### config.mk
export PLATFORM = sky130hd
export DESIGN_NAME = per_node_command_retry_queue
export DESIGN_NICKNAME = d
export VERILOG_FILES = /design/src/hw/rtl/pncrq_pkg.sv /design/src/hw/rtl/per_node_command_retry_queue.sv /design/src/hw/rtl/pncrq_ram.sv /design/src/hw/rtl/pncrq_ctrl.sv /design/src/hw/rtl/pncrq_dp.sv
export SDC_FILE = /design/constraint.sdc
export NUM_CORES = 2
export LEC_CHECK = 0
export BUFFER_PORTS_ARGS = -buffer_cell sky130_fd_sc_hd__buf_4
export CORE_UTILIZATION = 48
export DETAILED_ROUTE_END_ITERATION = 10
export PLACE_DENSITY = 0.65
export SYNTH_ARGS = -nofsm -noshare
export SYNTH_HDL_FRONTEND = slang
export SYNTH_SLANG_ARGS = --single-unit
### constraint.sdc
create_clock -name clk -period 17.41 [get_ports clk]
set_input_delay 0 -clock clk [delete_from_list [all_inputs] [get_ports clk]]
set_output_delay 0 -clock clk [all_outputs]
set_load 0.03 [all_outputs]
### src/hw/rtl/pncrq_pkg.sv
// Package with types, codes and defaults of the command retry queue.
`default_nettype none
package pncrq_pkg;
  localparam int NUM_NODES_DEF = 8;
  localparam int QUEUE_DEPTH_DEF = 4;
  localparam int ENTRY_W = 60;

  localparam logic [1:0] OP_ENQ  = 2'd0;
  localparam logic [1:0] OP_ACK  = 2'd1;
  localparam logic [1:0] OP_TICK = 2'd2;
  localparam logic [1:0] OP_FAIL = 2'd3;

  localparam logic [3:0] K_TX      = 4'd0;
  localparam logic [3:0] K_QUEUED  = 4'd1;
  localparam logic [3:0] K_RANGE   = 4'd2;
  localparam logic [3:0] K_NONODE  = 4'd3;
  localparam logic [3:0] K_DROPPED = 4'd4;
  localparam logic [3:0] K_GAVEUP  = 4'd5;
  localparam logic [3:0] K_ACKED   = 4'd6;
  localparam logic [3:0] K_STALE   = 4'd7;
  localparam logic [3:0] K_SENDERR = 4'd8;

  localparam logic [2:0] CFG_FIRST_POLE = 3'd0;
  localparam logic [2:0] CFG_MASK       = 3'd1;
  localparam logic [2:0] CFG_MAX_ATT    = 3'd2;
  localparam logic [2:0] CFG_ACK_TO     = 3'd3;
  localparam logic [2:0] CFG_FAST       = 3'd4;

  localparam logic [7:0]  RST_FIRST_POLE = 8'd9;
  localparam logic [7:0]  RST_MASK       = 8'hFF;
  localparam logic [3:0]  RST_MAX_ATT    = 4'd4;
  localparam logic [15:0] RST_ACK_TO     = 16'd1500;
  localparam logic [15:0] RST_FAST       = 16'd150;

  typedef struct packed {
    logic [7:0]  action;
    logic [15:0] seq;
    logic [3:0]  attempts;
    logic [31:0] sent;
  } entry_t;

  // Controller to datapath commands.
  typedef struct packed {
    logic latch_in;     // capture input beat
    logic node_first;   // tick walk: node 0
    logic node_next;    // tick walk: advance node
    logic rd_head;      // read head entry
    logic pop;          // pop head of current node
    logic push;         // write new entry at tail
    logic wr_head;      // write back modified head
    logic emit;         // load result register
    logic [3:0] kind;
    logic use_entry;    // result fields come from entry
    logic emit_last;
    logic stage;        // capture tick result in the stage register
    logic from_stage;   // result register loads from the stage register
  } ctl_cmd_t;

  // Datapath to controller status.
  typedef struct packed {
    logic [1:0] opcode;
    logic in_range;
    logic present;
    logic nonempty;
    logic full;
    logic seq_match;
    logic waiting;      // sent and timeout not expired
    logic give_up;
    logic node_last;
    logic staged;       // stage register holds a tick result
    logic out_free;
  } dp_stat_t;
endpackage
`default_nettype wire

### src/hw/rtl/per_node_command_retry_queue.sv
// Top level of the per-node command retry queue.
// Usage: items arrive on in_* (valid/ready); a beat carries an opcode: enqueue,
// acknowledgement, time tick or send failure. Results leave on out_* as beats,
// zero to several per item; out_last marks the final beat of an item.
// Configuration writes enter on cfg_* (valid/ready, always ready) by register index.
// The block works on one item at a time: in_ready is high only when idle.
// An ack, an out-of-window or absent-node enqueue, or an ignored send failure
// passes the decode, read and evaluate states; an enqueue also the emit state and
// a noted send failure the wait state; a full-queue enqueue that drops its oldest
// entry also stays in the emit state to push. A tick walks every node queue in
// turn through the one entry memory: each node passes the read and evaluate
// states, a transmitted entry also the wait state, and the walk ends in flush.
// Each tick result waits in a stage register until the next one is found, so
// the final beat of a tick leaves at the end of the walk with out_last set.
// One result register sits at the output; when the receiver stalls the
// controller holds its state until the register frees, nothing is lost.
// Reset clears queue pointers, sets the sequence counter to one and loads
// register defaults; entry memory needs no clearing because only written
// entries are ever used.
`default_nettype none
module per_node_command_retry_queue import pncrq_pkg::*; #(
  parameter int NUM_NODES = NUM_NODES_DEF,
  parameter int QUEUE_DEPTH = QUEUE_DEPTH_DEF
) (
  input  wire logic        clk,
  input  wire logic        rst_n,
  input  wire logic        cfg_valid,
  output      logic        cfg_ready,
  input  wire logic [2:0]  cfg_index,
  input  wire logic [15:0] cfg_data,
  input  wire logic        in_valid,
  output      logic        in_ready,
  input  wire logic [1:0]  in_opcode,
  input  wire logic [7:0]  in_pole_id,
  input  wire logic [2:0]  in_node_index,
  input  wire logic [7:0]  in_action_code,
  input  wire logic [15:0] in_ack_seq,
  input  wire logic        in_ack_refused,
  input  wire logic [31:0] in_now_ms,
  output      logic        out_valid,
  input  wire logic        out_ready,
  output      logic [3:0]  out_kind,
  output      logic [7:0]  out_out_pole,
  output      logic [7:0]  out_out_action,
  output      logic [15:0] out_out_seq,
  output      logic [3:0]  out_out_attempts,
  output      logic        out_out_refused,
  output      logic        out_last
);
  ctl_cmd_t cmd;
  dp_stat_t st;

  assign cfg_ready = 1'b1;

  pncrq_ctrl u_ctrl (
    .clk(clk), .rst_n(rst_n), .in_valid(in_valid), .in_ready(in_ready),
    .st(st), .cmd(cmd)
  );

  pncrq_dp #(.NUM_NODES(NUM_NODES), .QUEUE_DEPTH(QUEUE_DEPTH)) u_dp (
    .clk(clk), .rst_n(rst_n), .cmd(cmd), .st(st),
    .cfg_valid(cfg_valid), .cfg_index(cfg_index), .cfg_data(cfg_data),
    .in_opcode(in_opcode), .in_pole_id(in_pole_id), .in_node_index(in_node_index),
    .in_action_code(in_action_code), .in_ack_seq(in_ack_seq),
    .in_ack_refused(in_ack_refused), .in_now_ms(in_now_ms),
    .out_valid(out_valid), .out_ready(out_ready), .out_kind(out_kind),
    .out_out_pole(out_out_pole), .out_out_action(out_out_action),
    .out_out_seq(out_out_seq), .out_out_attempts(out_out_attempts),
    .out_out_refused(out_out_refused), .out_last(out_last)
  );
endmodule
`default_nettype wire

### src/hw/rtl/pncrq_ram.sv
// Generic RAM with one write port and one registered read port.
`default_nettype none
module pncrq_ram #(
  parameter int WIDTH = 8,
  parameter int DEPTH = 4
) (
  input  wire logic                     clk,
  input  wire logic                     we,
  input  wire logic [$clog2(DEPTH)-1:0] waddr,
  input  wire logic [WIDTH-1:0]         wdata,
  input  wire logic [$clog2(DEPTH)-1:0] raddr,
  output      logic [WIDTH-1:0]         rdata
);
  logic [WIDTH-1:0] mem [DEPTH];
  always_ff @(posedge clk) begin
    if (we) begin
      mem[waddr] <= wdata;
    end
    rdata <= mem[raddr];
  end
endmodule
`default_nettype wire

### src/hw/rtl/pncrq_ctrl.sv
// Controller state machine of the command retry queue.
`default_nettype none
module pncrq_ctrl import pncrq_pkg::*; (
  input  wire logic     clk,
  input  wire logic     rst_n,
  input  wire logic     in_valid,
  output      logic     in_ready,
  input  wire dp_stat_t st,
  output      ctl_cmd_t cmd
);
  typedef enum logic [7:0] {
    S_IDLE  = 8'b00000001,
    S_DEC   = 8'b00000010,
    S_RD    = 8'b00000100,
    S_EVAL  = 8'b00001000,
    S_EMIT2 = 8'b00010000,
    S_WAIT  = 8'b00100000,
    S_NEXT  = 8'b01000000,
    S_FLUSH = 8'b10000000
  } state_t;

  state_t state_r, state_nxt;
  // The new entry of an enqueue on a full queue still has to be pushed.
  logic pend_r, pend_nxt;

  assign in_ready = (state_r == S_IDLE);

  always_comb begin
    state_nxt = state_r;
    pend_nxt  = pend_r;
    cmd       = '0;
    case (state_r)
      S_IDLE: begin
        if (in_valid) begin
          cmd.latch_in = 1'b1;
          state_nxt = S_DEC;
        end
      end
      S_DEC: begin
        cmd.node_first = (st.opcode == OP_TICK);
        state_nxt = S_RD;
      end
      S_RD: begin
        cmd.rd_head = 1'b1;
        state_nxt = S_EVAL;
      end
      S_EVAL: begin
        if (st.out_free) begin
          case (st.opcode)
            OP_ENQ: begin
              if (!st.in_range) begin
                cmd.emit = 1'b1; cmd.kind = K_RANGE; cmd.emit_last = 1'b1;
                state_nxt = S_IDLE;
              end else if (!st.present) begin
                cmd.emit = 1'b1; cmd.kind = K_NONODE; cmd.emit_last = 1'b1;
                state_nxt = S_IDLE;
              end else if (st.full) begin
                cmd.emit = 1'b1; cmd.kind = K_DROPPED; cmd.use_entry = 1'b1;
                cmd.pop = 1'b1;
                pend_nxt = 1'b1;
                state_nxt = S_EMIT2;
              end else begin
                cmd.push = 1'b1;
                state_nxt = S_EMIT2;
              end
            end
            OP_ACK: begin
              cmd.emit = 1'b1; cmd.emit_last = 1'b1;
              if (!st.present) begin
                cmd.kind = K_NONODE;
              end else if (st.nonempty && st.seq_match) begin
                cmd.kind = K_ACKED; cmd.use_entry = 1'b1; cmd.pop = 1'b1;
              end else begin
                cmd.kind = K_STALE;
              end
              state_nxt = S_IDLE;
            end
            OP_FAIL: begin
              if (st.present && st.nonempty) begin
                cmd.wr_head = 1'b1;
                state_nxt = S_WAIT;
              end else begin
                state_nxt = S_IDLE;
              end
            end
            default: begin
              // Tick: one node per visit. A result goes to the stage register and
              // pushes the one staged before it out as a non-final beat.
              if (!st.nonempty || st.waiting) begin
                state_nxt = st.node_last ? S_FLUSH : S_NEXT;
              end else if (st.give_up) begin
                cmd.stage = 1'b1; cmd.kind = K_GAVEUP; cmd.use_entry = 1'b1;
                cmd.pop = 1'b1;
                if (st.staged) begin
                  cmd.emit = 1'b1; cmd.from_stage = 1'b1;
                end
                state_nxt = st.node_last ? S_FLUSH : S_NEXT;
              end else begin
                cmd.wr_head = 1'b1;
                state_nxt = S_WAIT;
              end
            end
          endcase
        end
      end
      S_EMIT2: begin
        // After a dropped head the new entry is pushed first, then reported.
        if (pend_r) begin
          cmd.push = 1'b1;
          pend_nxt = 1'b0;
        end else if (st.out_free) begin
          cmd.emit = 1'b1; cmd.kind = K_QUEUED; cmd.use_entry = 1'b1;
          cmd.emit_last = 1'b1;
          state_nxt = S_IDLE;
        end
      end
      S_WAIT: begin
        if (st.out_free) begin
          if (st.opcode == OP_FAIL) begin
            cmd.emit = 1'b1; cmd.use_entry = 1'b1;
            cmd.kind = K_SENDERR; cmd.emit_last = 1'b1;
            state_nxt = S_IDLE;
          end else begin
            cmd.stage = 1'b1; cmd.kind = K_TX; cmd.use_entry = 1'b1;
            if (st.staged) begin
              cmd.emit = 1'b1; cmd.from_stage = 1'b1;
            end
            state_nxt = st.node_last ? S_FLUSH : S_NEXT;
          end
        end
      end
      S_NEXT: begin
        cmd.node_next = 1'b1;
        state_nxt = S_RD;
      end
      S_FLUSH: begin
        // End of a tick walk: the staged result is the final beat.
        if (!st.staged) begin
          state_nxt = S_IDLE;
        end else if (st.out_free) begin
          cmd.emit = 1'b1; cmd.from_stage = 1'b1; cmd.emit_last = 1'b1;
          state_nxt = S_IDLE;
        end
      end
      default: state_nxt = S_IDLE;
    endcase
  end

  always_ff @(posedge clk) begin
    if (!rst_n) begin
      state_r <= S_IDLE;
      pend_r  <= 1'b0;
    end else begin
      state_r <= state_nxt;
      pend_r  <= pend_nxt;
    end
  end
endmodule
`default_nettype wire

### src/hw/rtl/pncrq_dp.sv
// Datapath of the command retry queue: registers, queue pointers and entry RAM.
`default_nettype none
module pncrq_dp import pncrq_pkg::*; #(
  parameter int NUM_NODES = NUM_NODES_DEF,
  parameter int QUEUE_DEPTH = QUEUE_DEPTH_DEF
) (
  input  wire logic        clk,
  input  wire logic        rst_n,
  input  wire ctl_cmd_t    cmd,
  output      dp_stat_t    st,
  input  wire logic        cfg_valid,
  input  wire logic [2:0]  cfg_index,
  input  wire logic [15:0] cfg_data,
  input  wire logic [1:0]  in_opcode,
  input  wire logic [7:0]  in_pole_id,
  input  wire logic [2:0]  in_node_index,
  input  wire logic [7:0]  in_action_code,
  input  wire logic [15:0] in_ack_seq,
  input  wire logic        in_ack_refused,
  input  wire logic [31:0] in_now_ms,
  output      logic        out_valid,
  input  wire logic        out_ready,
  output      logic [3:0]  out_kind,
  output      logic [7:0]  out_out_pole,
  output      logic [7:0]  out_out_action,
  output      logic [15:0] out_out_seq,
  output      logic [3:0]  out_out_attempts,
  output      logic        out_out_refused,
  output      logic        out_last
);
  localparam int NW = (NUM_NODES > 1) ? $clog2(NUM_NODES) : 1;
  localparam int QW = $clog2(QUEUE_DEPTH);
  localparam int CW = $clog2(QUEUE_DEPTH + 1);
  localparam int DEPTH = NUM_NODES * QUEUE_DEPTH;
  localparam int AW = $clog2(DEPTH);

  // Configuration.
  logic [7:0]  first_pole_r;
  logic [7:0]  mask_r;
  logic [3:0]  max_att_r;
  logic [15:0] ack_to_r;
  logic [15:0] fast_r;

  always_ff @(posedge clk) begin
    if (!rst_n) begin
      first_pole_r <= RST_FIRST_POLE;
      mask_r       <= RST_MASK;
      max_att_r    <= RST_MAX_ATT;
      ack_to_r     <= RST_ACK_TO;
      fast_r       <= RST_FAST;
    end else if (cfg_valid) begin
      case (cfg_index)
        CFG_FIRST_POLE: first_pole_r <= cfg_data[7:0];
        CFG_MASK:       mask_r       <= cfg_data[7:0];
        CFG_MAX_ATT:    max_att_r    <= cfg_data[3:0];
        CFG_ACK_TO:     ack_to_r     <= cfg_data;
        CFG_FAST:       fast_r       <= cfg_data;
        default: ;
      endcase
    end
  end

  // Captured input beat.
  logic [1:0]  op_r;
  logic [7:0]  pole_r;
  logic [2:0]  node_in_r;
  logic [7:0]  act_r;
  logic [15:0] aseq_r;
  logic        ref_r;
  logic [31:0] now_r;
  always_ff @(posedge clk) begin
    if (cmd.latch_in) begin
      op_r <= in_opcode; pole_r <= in_pole_id; node_in_r <= in_node_index;
      act_r <= in_action_code; aseq_r <= in_ack_seq; ref_r <= in_ack_refused;
      now_r <= in_now_ms;
    end
  end

  // Node selection and window check.
  logic [7:0] pdiff;
  logic       in_range;
  logic [NW:0] enq_node;
  assign pdiff    = pole_r - first_pole_r;
  assign in_range = (pole_r >= first_pole_r) && ({24'd0, pdiff} < NUM_NODES);
  assign enq_node = (NW + 1)'(pdiff);

  logic [NW-1:0] node_r, node_nxt;
  logic [NW-1:0] cur;
  always_comb begin
    node_nxt = node_r;
    if (cmd.latch_in) begin
      node_nxt = '0;
    end else if (cmd.node_first) begin
      node_nxt = '0;
    end else if (cmd.node_next) begin
      node_nxt = node_r + 1'b1;
    end
  end
  always_ff @(posedge clk) begin
    node_r <= node_nxt;
  end

  logic [7:0] sel_node;
  always_comb begin
    if (op_r == OP_TICK) begin
      sel_node = 8'(node_r);
    end else if (op_r == OP_ENQ) begin
      sel_node = 8'(enq_node);
    end else begin
      sel_node = {5'd0, node_in_r};
    end
  end
  assign cur = sel_node[NW-1:0];
  logic present;
  assign present = (sel_node < 8) && ({24'd0, sel_node} < NUM_NODES) && mask_r[sel_node[2:0]];

  // Queue pointers.
  logic [QW-1:0] head_r [NUM_NODES];
  logic [CW-1:0] cnt_r  [NUM_NODES];
  logic [15:0]   nseq_r;

  logic [CW-1:0] cnt_cur;
  logic [QW-1:0] head_cur;
  assign cnt_cur  = cnt_r[cur];
  assign head_cur = head_r[cur];

  // Tail slot: head plus count, wrapped by one compare and subtract.
  logic [QW-1:0] tail;
  logic [CW:0]   tsum;
  assign tsum = (CW+1)'(head_cur) + (CW+1)'(cnt_cur);
  assign tail = (tsum >= (CW+1)'(QUEUE_DEPTH)) ? QW'(tsum - (CW+1)'(QUEUE_DEPTH))
                                               : QW'(tsum);

  always_ff @(posedge clk) begin
    if (!rst_n) begin
      for (int k = 0; k < NUM_NODES; k++) begin
        head_r[k] <= '0;
        cnt_r[k]  <= '0;
      end
      nseq_r <= 16'd1;
    end else if (cmd.pop) begin
      head_r[cur] <= (head_cur == QW'(QUEUE_DEPTH - 1)) ? '0 : head_cur + 1'b1;
      cnt_r[cur]  <= cnt_cur - 1'b1;
    end else if (cmd.push && !(cnt_cur == CW'(QUEUE_DEPTH))) begin
      cnt_r[cur] <= cnt_cur + 1'b1;
      nseq_r     <= (nseq_r == 16'hFFFF) ? 16'd1 : nseq_r + 1'b1;
    end
  end

  // Entry RAM. A written entry is kept in a shadow so its result needs no read.
  entry_t rd_e, wr_e, shadow_r;
  logic   we;
  logic [AW-1:0] waddr, raddr;
  logic [AW-1:0] base;
  assign base  = AW'(cur) * AW'(QUEUE_DEPTH);
  assign raddr = base + AW'(head_cur);

  logic [15:0] back;
  assign back = (fast_r >= ack_to_r) ? 16'd0 : ack_to_r - fast_r;

  always_comb begin
    wr_e  = rd_e;
    waddr = raddr;
    we    = 1'b0;
    if (cmd.push && !(cnt_cur == CW'(QUEUE_DEPTH))) begin
      we = 1'b1;
      waddr = base + AW'(tail);
      wr_e.action = act_r; wr_e.seq = nseq_r; wr_e.attempts = '0; wr_e.sent = '0;
    end else if (cmd.wr_head) begin
      we = 1'b1;
      if (op_r == OP_FAIL) begin
        wr_e.sent = now_r - {16'd0, back};
      end else begin
        wr_e.attempts = rd_e.attempts + 1'b1;
        wr_e.sent = now_r;
      end
    end
  end

  logic [ENTRY_W-1:0] rdata;
  pncrq_ram #(.WIDTH(ENTRY_W), .DEPTH(DEPTH)) u_ram (
    .clk(clk), .we(we), .waddr(waddr), .wdata(wr_e),
    .raddr(raddr), .rdata(rdata)
  );

  entry_t ram_e;
  assign ram_e = entry_t'(rdata);
  // rd_head held in a register so later writes see the fresh read value.
  entry_t hold_r;
  logic   rdv_r;
  always_ff @(posedge clk) begin
    rdv_r <= cmd.rd_head;
    if (rdv_r) begin
      hold_r <= ram_e;
    end
    if (we) begin
      shadow_r <= wr_e;
    end
  end
  assign rd_e = rdv_r ? ram_e : hold_r;

  logic [31:0] elapsed;
  assign elapsed = now_r - rd_e.sent;

  // Stage register for tick results: a beat leaves only once it is known
  // whether another result of the same tick follows.
  logic        stg_valid_r;
  logic [3:0]  stg_kind_r;
  logic [7:0]  stg_pole_r;
  logic [7:0]  stg_action_r;
  logic [15:0] stg_seq_r;
  logic [3:0]  stg_att_r;

  assign st.opcode     = op_r;
  assign st.in_range   = in_range;
  assign st.present    = present;
  assign st.nonempty   = (cnt_cur != '0);
  assign st.full       = (cnt_cur == CW'(QUEUE_DEPTH));
  assign st.seq_match  = (rd_e.seq == aseq_r);
  assign st.waiting    = (rd_e.attempts != '0) && (elapsed < {16'd0, ack_to_r});
  assign st.give_up    = (rd_e.attempts >= max_att_r);
  assign st.node_last  = (int'(node_r) == NUM_NODES - 1);
  assign st.staged     = stg_valid_r;
  assign st.out_free   = !out_valid || out_ready;

  // Result fields of the current command.
  logic [7:0] pole_of;
  assign pole_of = first_pole_r + sel_node;
  entry_t src;
  assign src = (cmd.kind == K_QUEUED || cmd.kind == K_TX || cmd.kind == K_SENDERR)
               ? shadow_r : rd_e;

  logic [7:0]  res_pole;
  logic [7:0]  res_action;
  logic [15:0] res_seq;
  logic [3:0]  res_att;
  always_comb begin
    res_pole = (cmd.kind == K_RANGE || cmd.kind == K_NONODE) && op_r == OP_ENQ
               ? pole_r : pole_of;
    if (cmd.use_entry) begin
      res_action = src.action; res_seq = src.seq; res_att = src.attempts;
    end else begin
      res_action = '0; res_att = '0;
      res_seq = (cmd.kind == K_STALE) ? aseq_r : 16'd0;
    end
  end

  always_ff @(posedge clk) begin
    if (!rst_n) begin
      stg_valid_r <= 1'b0;
    end else if (cmd.stage) begin
      stg_valid_r <= 1'b1;
    end else if (cmd.emit && cmd.from_stage) begin
      stg_valid_r <= 1'b0;
    end
  end

  always_ff @(posedge clk) begin
    if (cmd.stage) begin
      stg_kind_r <= cmd.kind; stg_pole_r <= res_pole; stg_action_r <= res_action;
      stg_seq_r <= res_seq; stg_att_r <= res_att;
    end
  end

  // Result register.
  always_ff @(posedge clk) begin
    if (!rst_n) begin
      out_valid <= 1'b0;
    end else if (cmd.emit) begin
      out_valid <= 1'b1;
    end else if (out_ready) begin
      out_valid <= 1'b0;
    end
  end

  always_ff @(posedge clk) begin
    if (cmd.emit) begin
      out_last <= cmd.emit_last;
      if (cmd.from_stage) begin
        out_kind <= stg_kind_r; out_out_pole <= stg_pole_r;
        out_out_action <= stg_action_r; out_out_seq <= stg_seq_r;
        out_out_attempts <= stg_att_r; out_out_refused <= 1'b0;
      end else begin
        out_kind <= cmd.kind; out_out_pole <= res_pole;
        out_out_action <= res_action; out_out_seq <= res_seq;
        out_out_attempts <= res_att;
        out_out_refused <= (cmd.kind == K_ACKED) ? ref_r : 1'b0;
      end
    end
  end
endmodule
`default_nettype wire

==> flow_metrics.tcl <==
set metrics [dict create \
    hold_path_class "in2reg" \
    path_buf_inv 3 \
    power.leakage_nw 38.9 \
    worstMarginPinSlew_ns 1.35 \
    cts_tree "done" \
    cts_buffers 224 \
    ys_async_sr_fraction 0 \
    clock.fmax_mhz 119 \
    max-cap-violations 0 \
    finalSetupViolCount 0 \
    required_ns 17.91 \
    slowest_delay_ns 0.91 \
    io-pin-count 139 \
    crit_type "reg2reg" \
    finalCritPeriodShare 0.482 \
    antenna_found_initial 14 \
    ys_warn_count 0 \
    die-area_um2 201000 \
    first_pass_iters 6 \
    drc 0 \
    drive_gt1_frac 0.0989 \
    start_util 0.484 \
    ys_seq_area_frac 0.714 \
    slew_violations 0 \
    clock_tree.buffer_depth 3 \
    syn_area_per_cell_um2 12.5 \
    synth_top_area_frac 0.671 \
    syn_nets 7871 \
    critPathMostFrequentCell "o21ai_0" \
    nets 8114 \
    rsz0062_at_grt "no" \
    cts_setup_buffers 0 \
    crit_slowest_cell "o31a_1" \
    grt_pass1_wl_um 405000 \
    cts_max_level 4 \
    clkTransAtPathRegs_ns 0.06 \
    wl_per_cell_um 25.7 \
    fin_crit_ns 8.40 \
    gr-total-overflow 0 \
    clock-root-buffer "clkbuf_16" \
    fp.dieH_um 449 \
    syn_area_um2 95700 \
    hold_viol 0 \
    crit_chain "buf_4, mux2_2, inv_1, ha_1, a21oi_1, nand2_1, o211a_1, o21ai_0, o21ai_0, xor2_1, ha_1, a21oi_1, nor2b_1, o21ai_0, o2111ai_1, or4_1, a2111oi_2, a31oi_1, and2_0, o2111ai_1, o31a_1, nor2_4, buf_4" \
    vias 64043 \
    globalplace.congestion 0.903 \
    ys_ff_latch 2343 \
    yosysTopAreaCell "edfxtp_1" \
    postRouteWirelength_um 276000 \
    synth-edff-count 2140 \
    ant_nets 0 \
    vdd.ir_drop.worst_mv 0.130 \
    die_w_um 449 \
    startpoint_type "flop" \
    yosys.cell_types.count 84 \
    grt.total_usage 0.269 \
    grt_pass1_vias 60645 \
    ys_top_cells_by_count "2161 x nand2_1, 2140 x edfxtp_1, 634 x nand3_1" \
    cts_resized 0 \
    rows 163 \
    clock_sinks 2343 \
    status "complete, no violations" \
    cp_max_fo 43 \
    io_buffers 137 \
    cts_hold_buf 208 \
    hold_ws_ns 0.0667 \
    timing.setup.tns_ns 0 \
    viasPerCell 5.96 \
    area_growth_pct 14.2 \
    clock_latency_ns 0.87 \
    path_delay_family "compound AO/OA/AOI/OAI gates" \
    grt_max_degree 176 \
    endpoint_kind "flop" \
    synth_area_leaders "edfxtp_1 67%, nand2_1 8.5%, dfxtp_1 4.2%" \
    core_area_um2 198000 \
    p_per_area_nw_per_um2 130 \
    hpwl_um 155000 \
    relSlewSlack 0.0980 \
    yosysMostFrequentCell "nand2_1" \
    syn_inst 7669 \
    drtIter0Drc 9015 \
    synth_ff_type "edfxtp_1" \
    fin_worst_skew_ns 0.0323 \
    cp.arrival_ns 8.89 \
]
==> cells in the final DEF (no fill, tap or decap), types with 91 or more instances in the layout <==
cell	count
nand2_1	2158
edfxtp_1	2140
nand3_1	634
buf_4	261
and3_1	254
a31oi_1	248
clkbuf_16	234
dlygate4sd3_1	208
dfxtp_1	202
nor2_1	198
a311oi_1	119
inv_1	107
ha_1	102
a21oi_1	98
mux2_2	91
==> cell type report <==
class	count	area (µm²)
clock buffer	313	6290
inverter	111	424
fill	15908	88400
clock inverter	107	951
multi-input combinational	4758	25900
antenna	4	10.0
timing repair buffer	474	4140
sequential	2343	68300
tap	2640	3300
==> routing by layer <==
layer / vias up / global-route usage / part of all wire
li1: 28483 / - / -
met1: 31865 / 0.380 / 0.41
met2: 3284 / 0.413 / 0.45
met3: 407 / 0.0693 / 0.11
met4: 4 / 0.0725 / 0.025
met5: - / 0 / 0.00011
==> flip-flops by register name, summed over array words and instances, names as in the netlist, 24 cells and up <==
| name | count |
|---|---|
| u_dp.cnt_r | 24 |
| u_dp.hold_r | 60 |
| u_dp.now_r | 32 |
| u_dp.shadow_r | 28 |
| u_dp.u_ram.mem | 1920 |
| u_dp.u_ram.rdata | 60 |
==> kinds of logic after synthesis <==
family          share of synthesized area
xor+xnor                          0.00951
buf+inv                            0.0232
fa+ha+maj                          0.0146
mux                                0.0167
simple gates                        0.160
other cells                     0.0000392
compound gates                     0.0623
flops                               0.714
==> worst register-to-register path, stage by stage, from the launching register on <==
cell and delay, ns:
dfxtp_4 0.59, buf_4 0.67, mux2_2 0.44, inv_1 0.09, ha_1 0.26, a21oi_1 0.20
nand2_1 0.09, o211a_1 0.23, o21ai_0 0.45, o21ai_0 0.18, xor2_1 0.17, ha_1 0.31
a21oi_1 0.15, nor2b_1 0.06, o21ai_0 0.25, o2111ai_1 0.14, or4_1 0.44, a2111oi_2 0.36
a31oi_1 0.25, and2_0 0.41, o2111ai_1 0.29, o31a_1 0.91, nor2_4 0.50, buf_4 0.54
==> power breakdown <==
part	leakage [nW]	internal, mW	switching (mW)
Combinational	14.1	0.747	2.06
Sequential	21.3	6.57	0.0656
Clock	3.55	2.73	2.10
Total	38.9	10.0	4.23
==> worst paths after layout <==
kind,startpoint,to,slack [ns],depth (start not counted)
hold / removal,cfg_data[4],u_dp.ack_to_r[4]$_SDFFE_PN1P_,0.07,4
setup / recovery,u_dp.rdv_r$_DFF_P_,u_dp.u_ram.mem[16][9]$_DFFE_PP_,9.01,23
hold reg to reg,u_dp.mask_r[3]$_SDFFE_PN1P_,u_dp.mask_r[3]$_SDFFE_PN1P_,0.48,2
setup reg to reg,u_dp.rdv_r$_DFF_P_,u_dp.u_ram.mem[16][9]$_DFFE_PP_,9.01,23
==> stage by stage <==
step / instance area, µm² / worst slack (ns) / std cells / total power [mW] / util
global route: 109000 / 8.63 / 10746 / 14.8 / 0.553
global placement: 100000 / 9.15 / 10118 / 9.42 / 0.506
finish: 109000 / 9.01 / 10750 / 14.3 / 0.553
detailed placement: 100000 / 9.16 / 10118 / 9.46 / 0.506
CTS: 109000 / 9.10 / 10746 / 14.3 / 0.553
floorplan: 95700 / 9.23 / 7669 / 8.43 / -
Power figures use the tool's default switching activity.
